[config.mk]
export PLATFORM = sky130hd
export DESIGN_NAME = outline_shape_rasterizer_top
export DESIGN_NICKNAME = d
export VERILOG_FILES = /design/src/rtl/osr_pkg.sv /design/src/rtl/osr_front.sv /design/src/rtl/osr_back.sv /design/src/rtl/outline_shape_rasterizer_top.sv
export VERILOG_INCLUDE_DIRS = /design/src /design/src/rtl
export SDC_FILE = /design/constraint.sdc
export NUM_CORES = 2
export LEC_CHECK = 0
export BUFFER_PORTS_ARGS = -buffer_cell sky130_fd_sc_hd__buf_2
export CAP_MARGIN = 10
export CORE_MARGIN = 8
export CORE_UTILIZATION = 60
export DETAILED_ROUTE_END_ITERATION = 8
export PLACE_DENSITY = 0.76
export SETUP_SLACK_MARGIN = 0.4
export SYNTH_ARGS = -nofsm -noshare
export SYNTH_HDL_FRONTEND = slang
export SYNTH_SLANG_ARGS = --single-unit
[constraint.sdc]
create_clock -name clk_i -period 82.7 [get_ports clk_i]
set_clock_uncertainty 0.2 [all_clocks]
set_input_delay 8.27 -clock clk_i [delete_from_list [all_inputs] [get_ports clk_i]]
set_output_delay 8.27 -clock clk_i [all_outputs]
set_load 0.02 [all_outputs]
[src/rtl/assert_macros.svh]
// Assertion macros shared by the rasterizer modules.
// Depends on nothing; included by files that carry assertions.
`ifndef ASSERT_MACROS_SVH
`define ASSERT_MACROS_SVH
`define ASSERT_IMPL(lbl, clk, rstn, prop) \
  lbl: assert property (@(posedge clk) disable iff (!rstn) (prop)) else $error("%s", "lbl");
`define ASSERT_NEVER(lbl, clk, rstn, prop) \
  lbl: assert property (@(posedge clk) disable iff (!rstn) !(prop)) else $error("never");
`endif

[src/rtl/osr_pkg.sv]
// Package for the outline shape rasterizer: canvas sizes, request kinds and types.
// Depends on nothing.
package osr_pkg;
  localparam int CanvasWidth  = 80;
  localparam int CanvasHeight = 24;
  localparam int CanvasDepth  = CanvasWidth * CanvasHeight;
  localparam int AddrW        = $clog2(CanvasDepth);
  localparam int QueueDepth   = 2;

  typedef enum logic [2:0] {
    KindClear = 3'd0, KindLine = 3'd1, KindRect = 3'd2,
    KindTri = 3'd3, KindCircle = 3'd4, KindRead = 3'd5,
    KindSpare6 = 3'd6, KindSpare7 = 3'd7
  } kind_e;

  typedef struct packed {
    kind_e      kind;
    logic [6:0] ax;
    logic [4:0] ay;
    logic [6:0] bx;
    logic [4:0] by;
    logic [6:0] cx;
    logic [4:0] cy;
    logic [6:0] w;
    logic [4:0] h;
    logic [6:0] r;
  } req_t;

  typedef enum logic [3:0] {
    StIdle, StClear, StSeg, StRect, StCircInit, StCircPlot, StCircStep,
    StRead, StReadWait, StDone
  } back_state_e;

  // Plot request from the shape walker into the canvas port.
  typedef struct packed {
    logic              valid;
    logic signed [11:0] x;
    logic signed [11:0] y;
  } plot_t;
endpackage

[src/rtl/osr_front.sv]
// Front part: takes requests and queues them for the drawing engine.
// Depends on osr_pkg and assert_macros.svh.
module osr_front
  import osr_pkg::*;
(
  input  logic clk_i,
  input  logic rst_ni,
  input  logic push_i,
  input  req_t req_i,
  output logic full_o,
  input  logic pop_i,
  output logic empty_o,
  output req_t head_o
);
  req_t       mem_q [QueueDepth];
  logic       wp_q, rp_q;
  logic [1:0] cnt_q;

  assign full_o  = (cnt_q == 2'(QueueDepth));
  assign empty_o = (cnt_q == 2'd0);
  assign head_o  = mem_q[rp_q];

  always_ff @(posedge clk_i) begin
    if (push_i) begin
      mem_q[wp_q] <= req_i;
    end
  end

  always_ff @(posedge clk_i or negedge rst_ni) begin
    if (!rst_ni) begin
      wp_q <= 1'b0;
      rp_q <= 1'b0;
      cnt_q <= 2'd0;
    end else begin
      if (push_i) wp_q <= ~wp_q;
      if (pop_i) rp_q <= ~rp_q;
      cnt_q <= cnt_q + 2'(push_i) - 2'(pop_i);
    end
  end

`include "assert_macros.svh"
  `ASSERT_NEVER(a_no_overflow, clk_i, rst_ni, push_i && full_o && !pop_i)
  `ASSERT_NEVER(a_no_underflow, clk_i, rst_ni, pop_i && empty_o)
  `ASSERT_IMPL(a_cnt_range, clk_i, rst_ni, cnt_q <= 2'(QueueDepth))
endmodule

[src/rtl/osr_back.sv]
// Back part: walks shapes, plotting at most one pixel per cycle, and owns the canvas memory.
// Depends on osr_pkg and assert_macros.svh.
module osr_back
  import osr_pkg::*;
(
  input  logic       clk_i,
  input  logic       rst_ni,
  input  logic       avail_i,
  input  req_t       req_i,
  output logic       pop_o,
  output logic       res_o,
  output logic       pix_o,
  output kind_e      kind_o
);
  typedef logic signed [11:0] crd_t;

  back_state_e st_q, st_d;
  req_t        cur_q, cur_d;
  crd_t        x0_q, x0_d, y0_q, y0_d, x1_q, x1_d, y1_q, y1_d;
  crd_t        dx_q, dx_d, dy_q, dy_d, err_q, err_d;
  logic        sx_q, sx_d, sy_q, sy_d;
  logic [1:0]  seg_q, seg_d;
  crd_t        i_q, i_d;
  logic [2:0]  oct_q, oct_d;
  crd_t        cxo_q, cxo_d, cyo_q, cyo_d, dd_q, dd_d;
  logic [AddrW-1:0] clr_q, clr_d;
  logic        res_q, res_d, pix_q;
  kind_e       kind_q, kind_d;
  plot_t       plot;
  logic        mem_we, mem_wd;
  logic [AddrW-1:0] mem_a;
  logic        mem [CanvasDepth];
  logic        rd_q;
  logic        rd_ok_q, rd_ok_d;
  logic        first_q;

  assign res_o  = res_q;
  assign pix_o  = pix_q;
  assign kind_o = kind_q;

  function automatic logic signed [11:0] seg_abs(input logic signed [11:0] v);
    return v[11] ? -v : v;
  endfunction

  always_comb begin
    plot = '0;
    st_d = st_q; cur_d = cur_q;
    x0_d = x0_q; y0_d = y0_q; x1_d = x1_q; y1_d = y1_q;
    dx_d = dx_q; dy_d = dy_q; err_d = err_q; sx_d = sx_q; sy_d = sy_q;
    seg_d = seg_q; i_d = i_q; oct_d = oct_q; cxo_d = cxo_q; cyo_d = cyo_q; dd_d = dd_q;
    clr_d = clr_q; res_d = 1'b0; kind_d = kind_q; pop_o = 1'b0;
    rd_ok_d = rd_ok_q;
    mem_we = 1'b0; mem_wd = 1'b1; mem_a = '0;
    unique case (st_q)
      StIdle: begin
        if (avail_i) begin
          pop_o = 1'b1;
          cur_d = req_i;
          seg_d = 2'd0;
          i_d = '0;
          clr_d = '0;
          x0_d = crd_t'(req_i.ax); y0_d = crd_t'(req_i.ay);
          x1_d = crd_t'(req_i.bx); y1_d = crd_t'(req_i.by);
          unique case (req_i.kind)
            KindClear:  st_d = StClear;
            KindLine, KindTri: st_d = StSeg;
            KindRect:   st_d = StRect;
            KindCircle: st_d = StCircInit;
            KindRead:   st_d = StRead;
            default:    st_d = StDone;
          endcase
          dx_d = seg_abs(crd_t'(req_i.bx) - crd_t'(req_i.ax));
          dy_d = seg_abs(crd_t'(req_i.by) - crd_t'(req_i.ay));
          sx_d = (req_i.ax < req_i.bx);
          sy_d = (req_i.ay < req_i.by);
          err_d = seg_abs(crd_t'(req_i.bx) - crd_t'(req_i.ax))
                - seg_abs(crd_t'(req_i.by) - crd_t'(req_i.ay));
        end
      end
      StClear: begin
        mem_we = 1'b1; mem_wd = 1'b0; mem_a = clr_q;
        clr_d = clr_q + 1'b1;
        if (clr_q == AddrW'(CanvasDepth - 1)) st_d = first_q ? StIdle : StDone;
      end
      StSeg: begin
        plot.valid = 1'b1; plot.x = x0_q; plot.y = y0_q;
        if (x0_q == x1_q && y0_q == y1_q) begin
          if (cur_q.kind == KindTri && seg_q != 2'd2) begin
            seg_d = seg_q + 2'd1;
            x0_d = x1_q; y0_d = y1_q;
            x1_d = (seg_q == 2'd0) ? crd_t'(cur_q.cx) : crd_t'(cur_q.ax);
            y1_d = (seg_q == 2'd0) ? crd_t'(cur_q.cy) : crd_t'(cur_q.ay);
            dx_d = seg_abs(x1_d - x1_q);
            dy_d = seg_abs(y1_d - y1_q);
            sx_d = (x1_q < x1_d);
            sy_d = (y1_q < y1_d);
            err_d = dx_d - dy_d;
          end else begin
            st_d = StDone;
          end
        end else begin
          err_d = err_q;
          if ((err_q <<< 1) > -dy_q) begin
            err_d = err_d - dy_q;
            x0_d = sx_q ? x0_q + 12'sd1 : x0_q - 12'sd1;
          end
          if ((err_q <<< 1) < dx_q) begin
            err_d = err_d + dx_q;
            y0_d = sy_q ? y0_q + 12'sd1 : y0_q - 12'sd1;
          end
        end
      end
      StRect: begin
        // Plots per index go top, bottom, left, right in turn, sequenced by oct_q.
        plot.valid = 1'b1;
        unique case (oct_q[1:0])
          2'd0: begin plot.x = x0_q + i_q; plot.y = y0_q; end
          2'd1: begin plot.x = x0_q + i_q; plot.y = y0_q + crd_t'(cur_q.h) - 12'sd1; end
          2'd2: begin plot.x = x0_q; plot.y = y0_q + i_q; end
          default: begin plot.x = x0_q + crd_t'(cur_q.w) - 12'sd1; plot.y = y0_q + i_q; end
        endcase
        if (!oct_q[1] && i_q >= crd_t'(cur_q.w)) plot.valid = 1'b0;
        if (oct_q[1] && i_q >= crd_t'(cur_q.h)) plot.valid = 1'b0;
        oct_d = {1'b0, oct_q[1:0] + 2'd1};
        if (oct_q[1:0] == 2'd3) begin
          i_d = i_q + 12'sd1;
          if (i_q + 12'sd1 >= crd_t'(cur_q.w) && i_q + 12'sd1 >= crd_t'(cur_q.h))
            st_d = StDone;
        end
      end
      StCircInit: begin
        cxo_d = '0; cyo_d = crd_t'(cur_q.r);
        dd_d = 12'sd3 - (crd_t'(cur_q.r) <<< 1);
        oct_d = 3'd0;
        st_d = StCircPlot;
      end
      StCircPlot: begin
        plot.valid = 1'b1;
        unique case (oct_q)
          3'd0: begin plot.x = x0_q + cxo_q; plot.y = y0_q + cyo_q; end
          3'd1: begin plot.x = x0_q - cxo_q; plot.y = y0_q + cyo_q; end
          3'd2: begin plot.x = x0_q + cxo_q; plot.y = y0_q - cyo_q; end
          3'd3: begin plot.x = x0_q - cxo_q; plot.y = y0_q - cyo_q; end
          3'd4: begin plot.x = x0_q + cyo_q; plot.y = y0_q + cxo_q; end
          3'd5: begin plot.x = x0_q - cyo_q; plot.y = y0_q + cxo_q; end
          3'd6: begin plot.x = x0_q + cyo_q; plot.y = y0_q - cxo_q; end
          default: begin plot.x = x0_q - cyo_q; plot.y = y0_q - cxo_q; end
        endcase
        oct_d = oct_q + 3'd1;
        if (oct_q == 3'd7) st_d = (cyo_q >= cxo_q) ? StCircStep : StDone;
      end
      StCircStep: begin
        cxo_d = cxo_q + 12'sd1;
        if (dd_q > 12'sd0) begin
          cyo_d = cyo_q - 12'sd1;
          dd_d = dd_q + ((cxo_q + 12'sd1 - cyo_q + 12'sd1) <<< 2) + 12'sd10;
        end else begin
          dd_d = dd_q + ((cxo_q + 12'sd1) <<< 2) + 12'sd6;
        end
        st_d = StCircPlot;
      end
      StRead: begin
        rd_ok_d = (cur_q.ax < 7'(CanvasWidth)) && (cur_q.ay < 5'(CanvasHeight));
        mem_a = AddrW'(cur_q.ay) * AddrW'(CanvasWidth) + AddrW'(cur_q.ax);
        st_d = StReadWait;
      end
      StReadWait: st_d = StDone;
      StDone: begin
        res_d = 1'b1;
        kind_d = cur_q.kind;
        st_d = StIdle;
      end
      default: st_d = StIdle;
    endcase
    if (plot.valid && plot.x >= 0 && plot.x < crd_t'(CanvasWidth)
        && plot.y >= 0 && plot.y < crd_t'(CanvasHeight)) begin
      mem_we = 1'b1; mem_wd = 1'b1;
      mem_a = AddrW'(plot.y) * AddrW'(CanvasWidth) + AddrW'(plot.x);
    end
  end

  always_ff @(posedge clk_i) begin
    if (mem_we) mem[mem_a] <= mem_wd;
    if (st_q == StRead) rd_q <= mem[mem_a];
    cur_q <= cur_d;
    x0_q <= x0_d; y0_q <= y0_d; x1_q <= x1_d; y1_q <= y1_d;
    dx_q <= dx_d; dy_q <= dy_d; err_q <= err_d; sx_q <= sx_d; sy_q <= sy_d;
    i_q <= i_d; cxo_q <= cxo_d; cyo_q <= cyo_d; dd_q <= dd_d;
    rd_ok_q <= rd_ok_d;
    kind_q <= kind_d;
  end

  always_ff @(posedge clk_i or negedge rst_ni) begin
    if (!rst_ni) begin
      st_q <= StClear;
      clr_q <= '0;
      res_q <= 1'b0;
      pix_q <= 1'b0;
      seg_q <= 2'd0;
      oct_q <= 3'd0;
    end else begin
      st_q <= st_d;
      clr_q <= clr_d;
      res_q <= res_d;
      pix_q <= (st_q == StDone) ? (cur_q.kind == KindRead && rd_ok_q && rd_q) : 1'b0;
      seg_q <= seg_d;
      oct_q <= (st_q == StIdle) ? 3'd0 : oct_d;
    end
  end

  // Reset runs one clearing sweep with no result.
  always_ff @(posedge clk_i or negedge rst_ni) begin
    if (!rst_ni) first_q <= 1'b1;
    else if (st_q == StClear && clr_q == AddrW'(CanvasDepth - 1)) first_q <= 1'b0;
  end

`include "assert_macros.svh"
  `ASSERT_NEVER(a_pop_only_idle, clk_i, rst_ni, pop_o && st_q != StIdle)
  `ASSERT_IMPL(a_res_after_done, clk_i, rst_ni, !res_q || $past(st_q) == StDone)
  `ASSERT_NEVER(a_pix_only_read, clk_i, rst_ni, res_q && pix_q && kind_q != KindRead)
endmodule

[src/rtl/outline_shape_rasterizer_top.sv]
// A clear writes every canvas cell in turn; lines plot pixel by pixel; rectangles plot a
// point on each side per index; circles one point per octant per step; reads fetch one cell.
// The pixel walker plots at most one pixel per cycle and takes a new request only when idle.
// After reset a sweep clears all 1920 canvas cells; two transfers may queue, then busy rises.
// A two-entry queue lets requests wait; the result strobe cannot be stalled.
// Depends on osr_pkg, osr_front and osr_back.
module outline_shape_rasterizer_top
  import osr_pkg::*;
(
  input  logic       clk_i,
  input  logic       rst_ni,
  input  logic       start,
  output logic       busy,
  input  logic [2:0] req_type_i,
  input  logic [6:0] point_a_x_i,
  input  logic [4:0] point_a_y_i,
  input  logic [6:0] point_b_x_i,
  input  logic [4:0] point_b_y_i,
  input  logic [6:0] point_c_x_i,
  input  logic [4:0] point_c_y_i,
  input  logic [6:0] span_width_i,
  input  logic [4:0] span_height_i,
  input  logic [6:0] circle_radius_i,
  output logic       done_o,
  output logic       pixel_value_o,
  output logic [2:0] served_kind_o
);
  req_t  req, head;
  logic  full, empty, pop;
  kind_e kind;

  always_comb begin
    req.kind = kind_e'(req_type_i);
    req.ax = point_a_x_i; req.ay = point_a_y_i;
    req.bx = point_b_x_i; req.by = point_b_y_i;
    req.cx = point_c_x_i; req.cy = point_c_y_i;
    req.w = span_width_i; req.h = span_height_i;
    req.r = circle_radius_i;
  end

  assign busy = full;

  osr_front u_front (
    .clk_i, .rst_ni, .push_i(start && !busy), .req_i(req), .full_o(full),
    .pop_i(pop), .empty_o(empty), .head_o(head)
  );

  osr_back u_back (
    .clk_i, .rst_ni, .avail_i(!empty), .req_i(head), .pop_o(pop),
    .res_o(done_o), .pix_o(pixel_value_o), .kind_o(kind)
  );

  assign served_kind_o = 3'(kind);
endmodule
Word-level counts from Yosys, hierarchy flattened. Memories as Yosys holds them, arrays and structs flattened. A register that Yosys moved wholly into a read port is not among the register bits. Cells that the tools add are included.

Flip-flop bits (word level): 211. RAM bits: 2036. Bits of input ports: 61. Output and inout port bits: 6. Word-level logic and storage cells: 284. Memories kept: 2.

Memories: u_back.mem (depth 1920, width 1, rd ports 1, clocked after Yosys merged registers in 1, write ports 1, line osr_back.sv:32) `logic mem [CanvasDepth];`; u_front.mem_q (depth 2, width 58, rd ports 1, clocked after Yosys merged registers in 0, write ports 1, line osr_front.sv:15) `req_t mem_q [QueueDepth];`.

Add/sub/neg operators: 49. Multipliers: 2. Order comparisons: 18. Equality and inequality tests: 43. Mux-type cells: 96. Bitwise logic cells: 3. Reduce and logical (&&, ||, !) cells: 38.

Operator list (count): 12-bit two-way mux (37); 12-bit one-hot mux with 2 select lines (11); 24-bit one-hot mux with 7 select lines (1); 12-bit adder (9); 12-bit subtractor (9); 25-bit one-hot mux with 3 select lines (1); 24-bit one-hot mux with 3 select lines (1); 12-bit by 2-bit subtractor with 12-bit output, second input constant (5); 12-bit by 2-bit adder with 12-bit output, second input constant (4); 12-bit negation (4); 11-bit one-hot mux with 2 select lines (2); 12-bit < comparator (3); 4-bit two-way mux (9); 4-bit one-hot mux with 8 select lines (1); 12-bit == test (2); 12-bit by 1-bit >= comparator with 1-bit output, second input constant (2); 12-bit by 6-bit >= comparator with 1-bit output (2); 12-bit by 8-bit >= comparator with 1-bit output (2); 11-bit two-way mux (2); 3-bit == test, second input constant (7); 1-bit two-way mux (20); 4-bit one-hot mux with 5 select lines (1); 4-bit by 3-bit == test with 1-bit output, second input constant (4); 3-bit by 2-bit == test with 1-bit output, second input constant (5); other kinds (59) (105).

Longest topological paths before layout.
Depth in word-level cells: 13. Gate-level depth with buffers: 34. Gate-level depth less buffers: 33.

Hierarchy. A second synthesis with hierarchy kept.

Cells, all modules: 10565. Area, all modules: 113052.2 um^2.

By module, submodules not included: osr_back (times used 1, cells an instance 10367, area each 108606.7 um^2, seq. area each 63368.3 um^2); osr_front (times used 1, cells an instance 196, area each 4428.0 um^2, seq. area each 3583.4 um^2); outline_shape_rasterizer_top (times used 1, cells an instance 2, area each 17.5 um^2, seq. area each 0.0 um^2).

Worst setup path after synthesis. OpenSTA, ideal clock, no wires.

Path kind: register -> register. Start point: register u_back.st_q[3]. End point: memory u_back.mem[0], data pin. Setup time: 6307 ps. Arrival time: 29795 ps. Slack: 46398 ps. Cell stages (with the launch flop): 5. Path buffers: 2. Period minus slack after synthesis: 36302 ps. Cells stage by stage: dfrtp_1 > clkbuf_1 > nor3_1 > inv_1 > clkbuf_1.

Word-level cells in the longest chain between the ends: 8.

Ends and longest elaborated chain: start, declared (line osr_back.sv:17) `back_state_e st_q, st_d;`; start signal, assigned (line osr_back.sv:195) `st_q <= StClear;`; start signal, assigned (line osr_back.sv:202) `st_q <= st_d;`; 4-bit by 3-bit == test with 1-bit output or 4-bit by 2-bit == test with 1-bit output (tied branches) (line osr_back.sv:54) `unique case (st_q)`; 25-bit one-hot mux with 3 select lines (line osr_back.sv:54); 12-bit by 1-bit >= comparator with 1-bit output (line osr_back.sv:175) `if (plot.valid && plot.x >= 0 && plot.x < crd_t'(CanvasWidth)`; 1-bit logical AND (2 in series) (line osr_back.sv:175); 1-bit logical AND (2 in series) (line osr_back.sv:176) `&& plot.y >= 0 && plot.y < crd_t'(CanvasHeight)) begin`; 1-bit two-way mux (*) (line osr_back.sv:175); named net u_back.mem_wd (line osr_back.sv:30) `logic mem_we, mem_wd;`; end, declared (line osr_back.sv:32).

The timed path passes the listed nets; every way through them passes the cells marked *.

Worst setup path in the final report.
Start point: register u_back.x0_q[1]. End point: register u_back.rd_q (read register of u_back.mem), data pin.

Word-level cells in the longest chain between the ends: 10.

Ends and longest elaborated chain: start, declared (line osr_back.sv:19) `crd_t x0_q, x0_d, y0_q, y0_d, x1_q, x1_d, y1_q, y1_d;`; start signal, assigned (line osr_back.sv:186) `x0_q <= x0_d; y0_q <= y0_d; x1_q <= x1_d; y1_q <= y1_d;`; 12-bit by 8-bit adder with 12-bit output (line osr_back.sv:120) `default: begin plot.x = x0_q + crd_t'(cur_q.w) - 12'sd1; plot.y = y0_q + i_q; end`; 12-bit by 2-bit subtractor with 12-bit output (line osr_back.sv:120); 24-bit one-hot mux with 3 select lines (line osr_back.sv:116) `unique case (oct_q[1:0])`; 25-bit one-hot mux with 3 select lines (*) (line osr_back.sv:54); 12-bit by 1-bit >= comparator with 1-bit output (line osr_back.sv:175); 1-bit logical AND (2 in series) (line osr_back.sv:175); 1-bit logical AND (2 in series) (line osr_back.sv:176); 11-bit two-way mux (*) (line osr_back.sv:175); end, declared (line osr_back.sv:33) `logic rd_q;`.

Every way passes the cells marked *; elsewhere a longest branch is shown, timed or not. A chain may end at the register's enable or synchronous reset.

==> results_dict.tcl <==
set metrics [dict create \
    outcome "finished clean" \
    grt.overflow.total 0 \
    period_minus_slack_ns 10.61 \
    cp-start-kind "register" \
    yosysUniqueCellTypes 100 \
    ir_worst_vdd_uv 55.9 \
    required_ns 83.25 \
    max_slew_margin 0.0370 \
    synthCells 9279 \
    r2r_cells 27 \
    startpoint "u_back.x0_q[1]$_DFFE_PP_" \
    r2r_end "u_back.rd_q$_DFFE_PN_" \
    ff2ff_setup_slack_ns 72.09 \
    seqPwrFrac 0.364 \
    grt_max_degree 322 \
    r2r_start "u_back.x0_q[1]$_DFFE_PP_" \
    async_flop_share 0.0121 \
    grt_pass1_wl_mm 485 \
    p_clk_frac 0.220 \
    fin_cells 11509 \
    die_h_um 441 \
    core_mm2 0.180 \
    hpwlAfterDp_mm 186 \
    clk_latency_ns 0.88 \
    areaGrowthSynthToFinish_pct 7.96 \
    ctsRootBufferMaster "clkbuf_16" \
    avgSynthCellArea_um2 11.7 \
    swShare 0.384 \
    first_pass_iters 7 \
    yosys_warnings 0 \
    die_w_um 441 \
    maxCapViolations 0 \
    totalWireLength_mm 336 \
    start_util 0.602 \
    yosysTopAreaCellShare 0.611 \
    cp.depth 27 \
    rsz0062_at_grt "no" \
    crit_arrival_ns 11.16 \
    finalSetupTns_ns 0 \
    avgViaCountPerCell 6.95 \
    gp_congestion 0.936 \
    final-setup-viol-count 0 \
    drtIter0Drc 13746 \
    routedWlPerCell_um 29.2 \
    cpMaxStageDelayCell "buf_4" \
    crit_fanout 61 \
    crit_type "register to register" \
    worst_setup_path_end_kind "register" \
    fin_util 0.649 \
    drive_gt1_frac 0.0750 \
    power.leakage_nw 37.7 \
    cts_setup_buffers 0 \
    clock_path_buffers 3 \
    final_nets 9423 \
    layout_common_cells "edfxtp_1 (2207), nor2_1 (2200), ha_1 (386)" \
    grt_pass1_vias 75524 \
    hp-class "register to register" \
    placed_area_mm2 0.110 \
    cp-endpoint "u_back.rd_q$_DFFE_PN_" \
    synthTopCellsByArea "edfxtp_1 (61%), nor2_1 (7.7%), ha_1 (4.5%)" \
    maxSlewViolCount 0 \
    num_vias 79958 \
    min_period_over_period 0.128 \
    synth_flop_cell "edfxtp_1" \
    tightest_slew_ns 1.44 \
    port_buffers 66 \
    ys_ff_latch 2234 \
    num_rows 156 \
    cts.sinks 2234 \
    htreeDepth 4 \
    ys_seq_area_frac 0.618 \
    crit_path_frequent_cell "buf_4" \
    finalHoldViolCount 0 \
    ctsHoldBuffers 0 \
    grt_use_total 0.334 \
    dp.cells 11100 \
    clk_transition_reported_paths_ns 0.06 \
    hp-start "u_back.cur_q[55]$_DFFE_PP_" \
    dieArea_mm2 0.194 \
    max_freq_ghz 0.0942 \
    ioPinCount 67 \
    critPathTopFamily "buffers and inverters" \
    antenna_found_initial 15 \
    antenna_left 0 \
    power_density_mw_per_mm2 37.2 \
    cts_resized 0 \
    tritoncts "yes" \
    p_switching_mw 1.67 \
    synth_edf_count 2207 \
    cpPeakStageDelay_ns 0.79 \
    crit_buf_inv 6 \
    power_frac_comb 0.416 \
    synth_top_area_cell "edfxtp_1" \
    internal-power_mw 2.68 \
    cts_made_buffers 214 \
    syn_area_mm2 0.108 \
    fin_area_mm2 0.117 \
    final_common_cell "edfxtp_1" \
    drc 0 \
]
-- cells in the mapped netlist (all sizes together), types with 15 or more instances --
library cell,count
and2,36
a211oi,44
clkbuf,419
a221oi,221
a22o,236
xor2,88
a211o,15
o21a,26
o221ai,36
nor4,39
o31ai,25
or4,22
nor3,72
nand4,33
o22ai,111
fa,30
inv,272
or3,24
mux2i,48
nand2b,59
mux2,80
dfrtp,25
nor2,2210
a22oi,333
xnor2,169
a2111oi,41
edfxtp,2207
o21bai,44
o211ai,39
nand3,77
nand2,352
or2,18
a221o,31
a31oi,97
ha,386
and3,21
a21oi,334
a222oi,57
a21o,76
nor2b,56
buf,340
o21ai,270
-- sequential cells by signal, indices dropped and copies added, names as in the netlist, 2 cells and up --
name,cells
u_front.mem_q,116
u_back.x1_q,7
u_back.x0_q,12
u_back.mem,1920
u_back.y1_q,5
u_back.st_q,4
u_back.y0_q,12
u_back.cyo_q,12
u_back.i_q,12
u_back.dd_q,11
u_back.kind_o,3
u_back.seg_q,2
u_front.cnt_q,2
u_back.err_q,11
u_back.dx_q,12
u_back.cur_q,46
u_back.cxo_q,12
u_back.clr_q,11
u_back.oct_q,3
u_back.dy_q,12
-- metrics by stage --
step | hold WS (ns) | total power, mW | worst slack (ns)
2_1_floorplan | 0.241 | 3.29 | 46.40
3_3_place_gp | 0.264 | 3.30 | 72.79
5_1_grt | 0.288 | 4.54 | 71.94
4_1_cts | 0.273 | 4.31 | 72.50
6_report | 0.273 | 4.35 | 72.09
3_5_place_dp | 0.263 | 3.35 | 72.56
-- layer usage --
layer  vias to the layer above  wire, µm  GRT usage
li1                      33726         -          -
met1                     39044    122000      0.450
met2                      6015    149000      0.511
met3                      1157     47000     0.0874
met4                        16     17700      0.152
met5                         -       190    0.00378
-- final cells by class --
type	instances	area, µm²
diodes	14	35.0
well taps	2370	2970
clock buffers	278	5680
clock inverters	117	1060
inverters	274	1040
multi-input cells	6022	37900
fillers	13196	63100
flip-flops and latches	2234	67000
repair buffers	200	1410
-- cells by family (layout without fill, tap and decap cells) --
group | after synthesis | in the layout | share of synthesized area
other | 2 | 26 | 0.0000693
buffers and inverters | 1033 | 869 | 0.0381
multiplexers | 128 | 128 | 0.0127
adder cells (fa/ha/maj) | 416 | 416 | 0.0501
XOR/XNOR | 257 | 257 | 0.0208
AO/OA/AOI/OAI | 2164 | 2164 | 0.145
flip-flops | 2234 | 2234 | 0.618
AND/OR/NAND/NOR | 3045 | 3045 | 0.116
-- how the worst min path moves through the flow --
stage,end,cells after the start
finish,u_back.kind_o[0]$_DFFE_PP_,0
global route,u_back.kind_o[2]$_DFFE_PP_,0
CTS,u_back.kind_o[0]$_DFFE_PP_,0
detailed placement,u_back.kind_o[0]$_DFFE_PP_,0
global placement,u_back.kind_o[2]$_DFFE_PP_,0
floorplan,u_back.kind_o[0]$_DFFE_PP_,0
-- power groups by stage --
stage	registers [mW]	clock network, mW	logic (mW)
5_1_grt	1.59	1.00	1.95
4_1_cts	1.58	0.959	1.77
3_5_place_dp	1.61	0	1.75
3_3_place_gp	1.60	0	1.70
2_1_floorplan	2.01	0	1.28
6_report	1.59	0.957	1.81
(Power assumes the default switching activity.)
